[src/hdl/nlis_pkg.sv]
// Shared types and constants of the link impairment scheduler.
package nlis_pkg;

	// Configuration register indexes.
	localparam int CFG_IDX_W = 3;
	localparam logic [CFG_IDX_W-1:0] CFG_SEED     = 3'd0;
	localparam logic [CFG_IDX_W-1:0] CFG_LOSS     = 3'd1;
	localparam logic [CFG_IDX_W-1:0] CFG_MEAN     = 3'd2;
	localparam logic [CFG_IDX_W-1:0] CFG_JITTER   = 3'd3;
	localparam logic [CFG_IDX_W-1:0] CFG_REORDER  = 3'd4;
	localparam logic [CFG_IDX_W-1:0] CFG_DUP      = 3'd5;
	localparam int CFG_DATA_W = 64;

	// Result kinds.
	localparam logic [1:0] KIND_QUEUED   = 2'd0;
	localparam logic [1:0] KIND_LOST     = 2'd1;
	localparam logic [1:0] KIND_FULL     = 2'd2;
	localparam logic [1:0] KIND_RELEASED = 2'd3;

	// Stream widths.
	localparam int IN_DATA_W  = 72;
	localparam int OUT_DATA_W = 144;

	// Generator constants.
	localparam logic [63:0] GOLDEN = 64'h9E3779B97F4A7C15;
	localparam logic [63:0] MIX_C1 = 64'hBF58476D1CE4E5B9;
	localparam logic [63:0] MIX_C2 = 64'h94D049BB133111EB;

	// Delay scaling: ticks = floor(floor(3*D / 2^25) / 50), the divide by 50
	// done as a multiply by a rounded-up reciprocal, exact for 19-bit values.
	localparam int          DIV_SHIFT = 26;
	localparam logic [20:0] DIV_RECIP = 21'd1342178;
	localparam int          DT_W      = 14;
	localparam logic [15:0] PULL_LIMIT = 16'd16384;

	// Most releases per tick item.
	localparam int MAX_RELEASE = 32;
	localparam int CNT_W       = 6;

	// Datapath operations.
	typedef enum logic [4:0] {
		OP_NOP,
		OP_MIX_START,
		OP_MUL_P0,
		OP_MUL_P1,
		OP_MUL_P2,
		OP_MIX_MID,
		OP_MIX_END,
		OP_SAVE_A,
		OP_DELAY_MUL,
		OP_DELAY_SUM,
		OP_DELAY_DIV,
		OP_TARGET,
		OP_PULL,
		OP_ENQ_PRI,
		OP_ENQ_DUP,
		OP_EMIT_SEND,
		OP_EMIT_LOST,
		OP_TICK_SET,
		OP_SCAN_INIT,
		OP_SCAN_STEP,
		OP_TAKE,
		OP_EMIT_REL
	} nlis_op_t;

	typedef struct packed {
		nlis_op_t op;
		logic     last;
	} nlis_cmd_t;

	typedef struct packed {
		logic out_free;
		logic lost_hit;
		logic pull_hit;
		logic dup_hit;
		logic placed;
		logic loss_nz;
		logic mean_nz;
		logic win_nz;
		logic dup_nz;
		logic scan_end;
		logic found;
	} nlis_status_t;

endpackage

[src/hdl/nlis_ctrl.sv]
// Controller: sequences draws, delay arithmetic, enqueue and the release scans.
module nlis_ctrl (
	input  logic                   clk,
	input  logic                   arst_n,
	input  logic                   s_axis_tvalid,
	input  logic                   in_mode,
	output logic                   s_axis_tready,
	output logic                   in_accept,
	input  nlis_pkg::nlis_status_t status,
	output nlis_pkg::nlis_cmd_t    cmd
);
	import nlis_pkg::*;

	typedef enum logic [4:0] {
		S_IDLE, S_LOSS, S_ADD, S_P0, S_P1, S_P2, S_MID, S_Q0, S_Q1, S_Q2, S_END,
		S_DEC, S_LAT, S_DMUL, S_DSUM, S_DDIV, S_TGT, S_REO, S_PULL, S_ENQ,
		S_DUPCHK, S_ENQD, S_SEND, S_LOST, S_TSET, S_SINIT, S_SCAN, S_SDONE,
		S_EPEND, S_TAKE, S_ELAST
	} state_t;

	typedef enum logic [2:0] {
		P_LOSS, P_LAT_A, P_LAT_B, P_REORD, P_DUP
	} purpose_t;

	state_t           state_q;
	purpose_t         purp_q;
	logic             pend_q;
	logic [CNT_W-1:0] cnt_q;

	assign s_axis_tready = state_q == S_IDLE;
	assign in_accept     = s_axis_tready && s_axis_tvalid;

	// Datapath command for the present state.
	always_comb begin
		cmd.op   = OP_NOP;
		cmd.last = 1'b0;
		case (state_q)
			S_ADD:  cmd.op = OP_MIX_START;
			S_P0:   cmd.op = OP_MUL_P0;
			S_P1:   cmd.op = OP_MUL_P1;
			S_P2:   cmd.op = OP_MUL_P2;
			S_MID:  cmd.op = OP_MIX_MID;
			S_Q0:   cmd.op = OP_MUL_P0;
			S_Q1:   cmd.op = OP_MUL_P1;
			S_Q2:   cmd.op = OP_MUL_P2;
			S_END:  cmd.op = OP_MIX_END;
			S_DEC:  cmd.op = (purp_q == P_LAT_A) ? OP_SAVE_A : OP_NOP;
			S_DMUL: cmd.op = OP_DELAY_MUL;
			S_DSUM: cmd.op = OP_DELAY_SUM;
			S_DDIV: cmd.op = OP_DELAY_DIV;
			S_TGT:  cmd.op = OP_TARGET;
			S_PULL: cmd.op = OP_PULL;
			S_ENQ:  cmd.op = OP_ENQ_PRI;
			S_ENQD: cmd.op = OP_ENQ_DUP;
			S_SEND: cmd.op = status.out_free ? OP_EMIT_SEND : OP_NOP;
			S_LOST: cmd.op = status.out_free ? OP_EMIT_LOST : OP_NOP;
			S_TSET: cmd.op = OP_TICK_SET;
			S_SINIT: cmd.op = OP_SCAN_INIT;
			S_SCAN: cmd.op = OP_SCAN_STEP;
			S_EPEND: cmd.op = status.out_free ? OP_EMIT_REL : OP_NOP;
			S_TAKE: cmd.op = OP_TAKE;
			S_ELAST: begin
				cmd.op   = status.out_free ? OP_EMIT_REL : OP_NOP;
				cmd.last = 1'b1;
			end
			default: ;
		endcase
	end

	// State sequencing.
	always_ff @(posedge clk or negedge arst_n) begin
		if (!arst_n) begin
			state_q <= S_IDLE;
			purp_q  <= P_LOSS;
			pend_q  <= 1'b0;
			cnt_q   <= '0;
		end else begin
			case (state_q)
				S_IDLE: if (in_accept) state_q <= in_mode ? S_TSET : S_LOSS;
				S_LOSS: begin
					purp_q  <= P_LOSS;
					state_q <= status.loss_nz ? S_ADD : S_LAT;
				end
				S_ADD: state_q <= S_P0;
				S_P0:  state_q <= S_P1;
				S_P1:  state_q <= S_P2;
				S_P2:  state_q <= S_MID;
				S_MID: state_q <= S_Q0;
				S_Q0:  state_q <= S_Q1;
				S_Q1:  state_q <= S_Q2;
				S_Q2:  state_q <= S_END;
				S_END: state_q <= S_DEC;
				S_DEC: begin
					case (purp_q)
						P_LOSS:  state_q <= status.lost_hit ? S_LOST : S_LAT;
						P_LAT_A: begin
							purp_q  <= P_LAT_B;
							state_q <= S_ADD;
						end
						P_LAT_B: state_q <= S_DMUL;
						P_REORD: state_q <= status.pull_hit ? S_PULL : S_ENQ;
						P_DUP:   state_q <= (status.dup_hit && status.placed) ? S_ENQD : S_SEND;
						default: state_q <= S_IDLE;
					endcase
				end
				S_LAT: begin
					purp_q  <= P_LAT_A;
					state_q <= status.mean_nz ? S_ADD : S_TGT;
				end
				S_DMUL: state_q <= S_DSUM;
				S_DSUM: state_q <= S_DDIV;
				S_DDIV: state_q <= S_TGT;
				S_TGT:  state_q <= S_REO;
				S_REO: begin
					purp_q  <= P_REORD;
					state_q <= status.win_nz ? S_ADD : S_ENQ;
				end
				S_PULL: state_q <= S_ENQ;
				S_ENQ:  state_q <= S_DUPCHK;
				S_DUPCHK: begin
					purp_q  <= P_DUP;
					state_q <= status.dup_nz ? S_ADD : S_SEND;
				end
				S_ENQD: state_q <= S_SEND;
				S_SEND: if (status.out_free) state_q <= S_IDLE;
				S_LOST: if (status.out_free) state_q <= S_IDLE;
				S_TSET: begin
					pend_q  <= 1'b0;
					cnt_q   <= '0;
					state_q <= S_SINIT;
				end
				S_SINIT: state_q <= S_SCAN;
				S_SCAN:  if (status.scan_end) state_q <= S_SDONE;
				S_SDONE: begin
					if (status.found) state_q <= pend_q ? S_EPEND : S_TAKE;
					else              state_q <= pend_q ? S_ELAST : S_IDLE;
				end
				S_EPEND: if (status.out_free) state_q <= S_TAKE;
				S_TAKE: begin
					pend_q  <= 1'b1;
					cnt_q   <= cnt_q + CNT_W'(1);
					state_q <= (cnt_q == CNT_W'(MAX_RELEASE - 1)) ? S_ELAST : S_SINIT;
				end
				S_ELAST: if (status.out_free) state_q <= S_IDLE;
				default: state_q <= S_IDLE;
			endcase
		end
	end

endmodule

[config.mk]
export PLATFORM = sky130hd
export DESIGN_NAME = nlis_ctrl
export DESIGN_NICKNAME = d
export VERILOG_FILES = /design/src/hdl/nlis_pkg.sv /design/src/hdl/nlis_ctrl.sv
export SDC_FILE = /design/constraint.sdc
export NUM_CORES = 1
export LEC_CHECK = 0
export ABC_AREA = 1
export BUFFER_PORTS_ARGS = -buffer_cell sky130_fd_sc_hd__buf_2
export CELL_PAD_IN_SITES_DETAIL_PLACEMENT = 2
export CELL_PAD_IN_SITES_GLOBAL_PLACEMENT = 2
export CORE_UTILIZATION = 30
export DETAILED_ROUTE_END_ITERATION = 16
export PLACE_DENSITY_LB_ADDON = 0.1
export RECOVER_POWER = 100
export SLEW_MARGIN = 20
export SYNTH_ARGS = -nofsm -noshare
export SYNTH_HDL_FRONTEND = slang
export SYNTH_SLANG_ARGS = --single-unit
export TNS_END_PERCENT = 1
[constraint.sdc]
create_clock -name clk -period 2.2 [get_ports clk]
set_clock_uncertainty 0.1 [all_clocks]
set_input_delay 0.44 -clock clk [delete_from_list [all_inputs] [get_ports clk]]
set_output_delay 0.44 -clock clk [all_outputs]
set_load 0.1 [all_outputs]
; Yosys cells after proc, flatten, opt, wreduce, memory -nomap -nowiden
; Index checks and enable logic that the tools add are counted.
[word_totals]
elab_cells = 86
input_bits = 15
regBits = 15
[classes]
addsub = 1
n_mux = 28
n_eq_ne = 40
reduce_logical = 13
[op_table]
columns = op, n
row1 = 5-bit case mux with 29 select lines, 1
row2 = 5-bit case mux with 21 select lines, 1
row3 = 5-bit == test (second input constant), 15
row4 = 5-bit two-way mux, 13
row5 = 5-bit by 4-bit == test with 1-bit output (second input constant), 8
row6 = 5-bit case mux with 5 select lines, 1
row7 = 5-bit by 3-bit == test with 1-bit output (second input constant), 4
row8 = 3-bit case mux with 5 select lines, 1
row9 = 6-bit case mux with 2 select lines, 1
row10 = 5-bit by 2-bit == test with 1-bit output (second input constant), 2
row11 = 3-bit two-way mux, 3
row12 = 4-bit two-way mux, 2
row13 = 2-bit OR reduction, 4
row14 = 6-bit by 1-bit adder with 6-bit output (second input constant), 1
row15 = 3-bit by 2-bit == test with 1-bit output (second input constant), 2
row16 = 6-bit by 5-bit == test with 1-bit output (second input constant), 1
row17 = 2-bit != test (second input constant), 3
row18 = 5-bit by 1-bit == test with 1-bit output (second input constant), 1
row19 = 5-bit logical NOT, 1
row20 = 5-bit nonzero test, 1
row21 = 2-bit by 1-bit != test with 1-bit output (second input constant), 2
row22 = 4-bit AND reduction, 1
row23 = 3-bit by 1-bit == test with 1-bit output (second input constant), 1
row24 = 3-bit == test (second input constant), 1
row25 = other kinds (8), 11

; Depth between registers and ports, before layout
[depth]
ltp_word = 4
depth_mapped = 11

; Worst setup path after synthesis
; Ideal clock, no wire load.
[synth_path]
path_type = reg-to-output
startpoint = register state_q[3]
endpoint = output in_accept
setup_slack_ns = -1.124
stages_incl_launch_ff = 5
arrival_time_ns = 2.784
required_ns = 1.660
n_path_buf = 1
path_cell_list = dfrtp_1 buf_4 inv_1 nand2_1 nor3_1
[synth_via]
elab_chain_len = 2
[synth_lines]
columns = element, line
row1 = start: declaration, nlis_ctrl.sv:25  ; state_t state_q;
row2 = start signal: assignment, nlis_ctrl.sv:79  ; S_IDLE: if (in_accept) state_q <= in_mode ? S_TSET : S_LOSS;
row3 = start signal: assignment, nlis_ctrl.sv:82  ; state_q <= status.loss_nz ? S_ADD : S_LAT;
row4 = start signal: assignment, nlis_ctrl.sv:95  ; P_LOSS: state_q <= status.lost_hit ? S_LOST : S_LAT;
row5 = 5-bit logical NOT, nlis_ctrl.sv:30  ; assign s_axis_tready = state_q == S_IDLE;
row6 = 1-bit logical AND, nlis_ctrl.sv:31  ; assign in_accept = s_axis_tready && s_axis_tvalid;
row7 = end: declaration, nlis_ctrl.sv:8  ; output logic in_accept,
; Every way passes these cells.

==> qor.txt <==
CP Data Arrival Time -> 1.98 ns
Area taken by multi-input logic gates -> 0.00108 mm²
Final setup fails -> 5
# rows -> 25
# diodes -> 0
Largest net degree at the start of global routing -> 16
Post-synth EDFFs -> 0
Failing checks -> setup timing
Clock Path Buffers -> 2
Detailed Routing Iterations Pass 1 -> 4
CTS sink count -> 15
Top_reg_cell synth -> dfrtp_1
I/O pin cnt -> 23
Largest area contributor in the netlist -> dfrtp_1
Final Worst Setup Slack -> -0.324 ns
Slew HR -> 41.7%
Delay of the slowest critical-path stage -> 0.48 ns
Wirelength per Cell -> 25.3 µm
Final Cycle Share -> 115%
Final WL -> 9650 µm
Static Leak -> 1.20 nW
Die footprint -> 0.00542 mm²
Clock slew at reported path FFs -> 0.07 ns
Power Density -> 1780 mW/mm²
Syn Nets -> 274
Fmax -> 0.396 GHz
Worst skew pair latency -> 0.26 ns
Synthesis-stage register bit count -> 15
Max_cap viols -> 0
Fillers -> 595
Fin. max-slew vios -> 0
Iter 0 DRT Violations -> 126
Unrepaired setup endpoints after global routing -> true
Slowest CP cell -> dfrtp_2
CP Capture Type -> output port
CP Cell Sequence -> buf_4 -> nor2_4 -> nand3_1 -> and3_1 -> nand4_1 -> buf_12
CTS root buf -> clkbuf_8
Top cells by area, synth -> dfrtp_1, nand2_1, nand3_1
DP Wirelength -> 5160 µm
Mean area per synthesized cell -> 5.97 µm²
Routed vias -> 2175
Nets@finish -> 331
H-Tree Depth -> 1
Post-synth cell types -> 29
Pre-CTS WS -> 0.0158 ns
Yosys Warn Count -> 0
Synthesized area -> 0.00154 mm²
Vias in the first global route -> 2252
WP data required -> 1.66 ns
GRT Residual Overflow -> 0
Initial Utilization -> 32.0%
Ys async rst share -> 100%
DRT antenna net count -> 0
Placer Congestion -> 0.864
DRC -> 0
Vias/cell -> 5.71
TritonCTS clock tree -> built
Core area -> 0.00482 mm²
Post-synth top area share -> 24.4%
First-pass GRT wire length -> 12100 µm
Worst Hold Class -> reg -> reg
Die extent in x -> 73.7 µm
PortBufs -> 22
Startpoint Class -> flop
Cells after synthesis -> 258
Max FO, Critical Path -> 7
Reg area -> 379 µm²
Critical path class -> reg -> out
Layout area overhead -> 46.5%
Status -> finished with violations
Total track usage -> 31.2%
Fin crit period -> 2.52 ns
Register area share after synthesis -> 24.4%
Share of cells above drive strength 1 -> 32.8%
Max IR drop VDD -> 884 µV
Initial antenna violation count -> 0
Worst-Margin Slew -> 0.875 ns
Die H -> 73.7 µm
Final hold viol count -> 0
Final hold slack -> 0.413 ns
Inserted Clock Buffers -> 3
## layout make-up
| class | instances | share of cell area, % |
|---|---|---|
| inverter | 38 | 6.54 |
| multi-input combinational | 199 | 47.8 |
| sequential | 15 | 16.8 |
| tap | 67 | 3.72 |
| timing repair buffer | 58 | 23.1 |
| clock buffer | 4 | 2.00 |
## worst max-delay path: cells and delay by family (launching register included)
kind	cells	cell delay [ns]
flops	1	0.48
simple gates	4	0.87
buf+inv	2	0.37
## stage by stage
step                power (mW)  TNS, ns  util, %  cells  instance area (µm²)
floorplan                 2.21    -1.56        -    258                 1570
global placement          3.09        0     40.9    360                 1970
detailed placement        3.15        0     40.9    360                 1970
CTS                       3.54   -0.298     44.5    374                 2150
global route              4.14    -1.65     46.8    381                 2260
finish                    4.01    -1.29     46.8    381                 2260
## what timing repair did
action	CTS	global route
hold buffers	1	0
endpoints found under the setup margin	5	7
pin swaps	10	9
gates resized for setup	17	13
setup buffers	9	7
endpoints found under the hold margin	15	0
## metal layers
| metal | up-vias | part of all wire [%] | track usage (%) |
|---|---|---|---|
| met5 | - | 0 | 0 |
| met4 | 0 | 6.0 | 14.5 |
| met3 | 45 | 3.7 | 3.16 |
| met2 | 85 | 50 | 56.5 |
| met1 | 1095 | 40 | 36.6 |
| li1 | 950 | - | - |
## synth_stat cells, types with 2 or more instances
master	n
a21oi_1	5
nand2_2	3
buf_6	2
dfrtp_1	15
nand4_1	10
o21ai_0	10
nor2_4	4
o22ai_1	2
nor2_2	4
o21ai_1	3
buf_2	2
buf_4	2
nor3_1	3
a211oi_1	2
inv_2	8
and3_1	2
nand2_1	73
inv_1	30
nor2_1	30
nand3_1	39
## placed cells by master, fill, tap and decap left out, types with 4 or more instances in the layout
cell type,count
buf_2,13
buf_6,4
nor2_4,5
nand3_1,34
nand2_2,8
buf_4,31
nand2_1,67
nand4_1,10
nand3_2,4
nor2_1,28
nor2_2,5
inv_1,29
buf_12,7
inv_2,7
a21oi_1,4
o21ai_0,9
dfrtp_1,12
## worst paths after layout
check                           cells after the start  slack [ns]                    from                     end
worst min register to register                      1        0.41    cnt_q[0]$_DFFE_PN0P_    cnt_q[0]$_DFFE_PN0P_
worst max register to register                      9        0.05  state_q[3]$_DFFE_PN0P_  state_q[4]$_DFFE_PN0P_
worst min-delay path                                1        0.41    cnt_q[0]$_DFFE_PN0P_    cnt_q[0]$_DFFE_PN0P_
max in group asynchronous                           2        0.65                  arst_n  state_q[0]$_DFFE_PN0P_
min in group asynchronous                           2        0.75                  arst_n  state_q[2]$_DFFE_PN0P_
worst max-delay path                                6       -0.32  state_q[3]$_DFFE_PN0P_                  cmd[2]
## sequential cells by signal (all words and copies together), names as in the netlist
register and count:
state_q 5, purp_q 3, pend_q 1, cnt_q 6
## power breakdown
part / switching [mW] / internal, mW / total (mW) / leakage [nW]
Sequential: 0.158 / 0.375 / 0.533 / 0.195
Clock: 0.106 / 0.129 / 0.235 / 0.0228
Combinational: 2.18 / 1.06 / 3.24 / 0.979
## kinds of logic (layout without fill, tap and decap cells)
group,count (synthesis),in the layout,synth area share [%]
buffers and inverters,44,100,12.3
DFF,15,15,24.4
and+or+nand+nor,174,174,53.8
AOI/OAI and AO/OA,23,23,8.12
xor gates and xnor gates,1,1,0.569
adders and majority gates,1,1,0.812
Power figures use the tool's default switching activity.
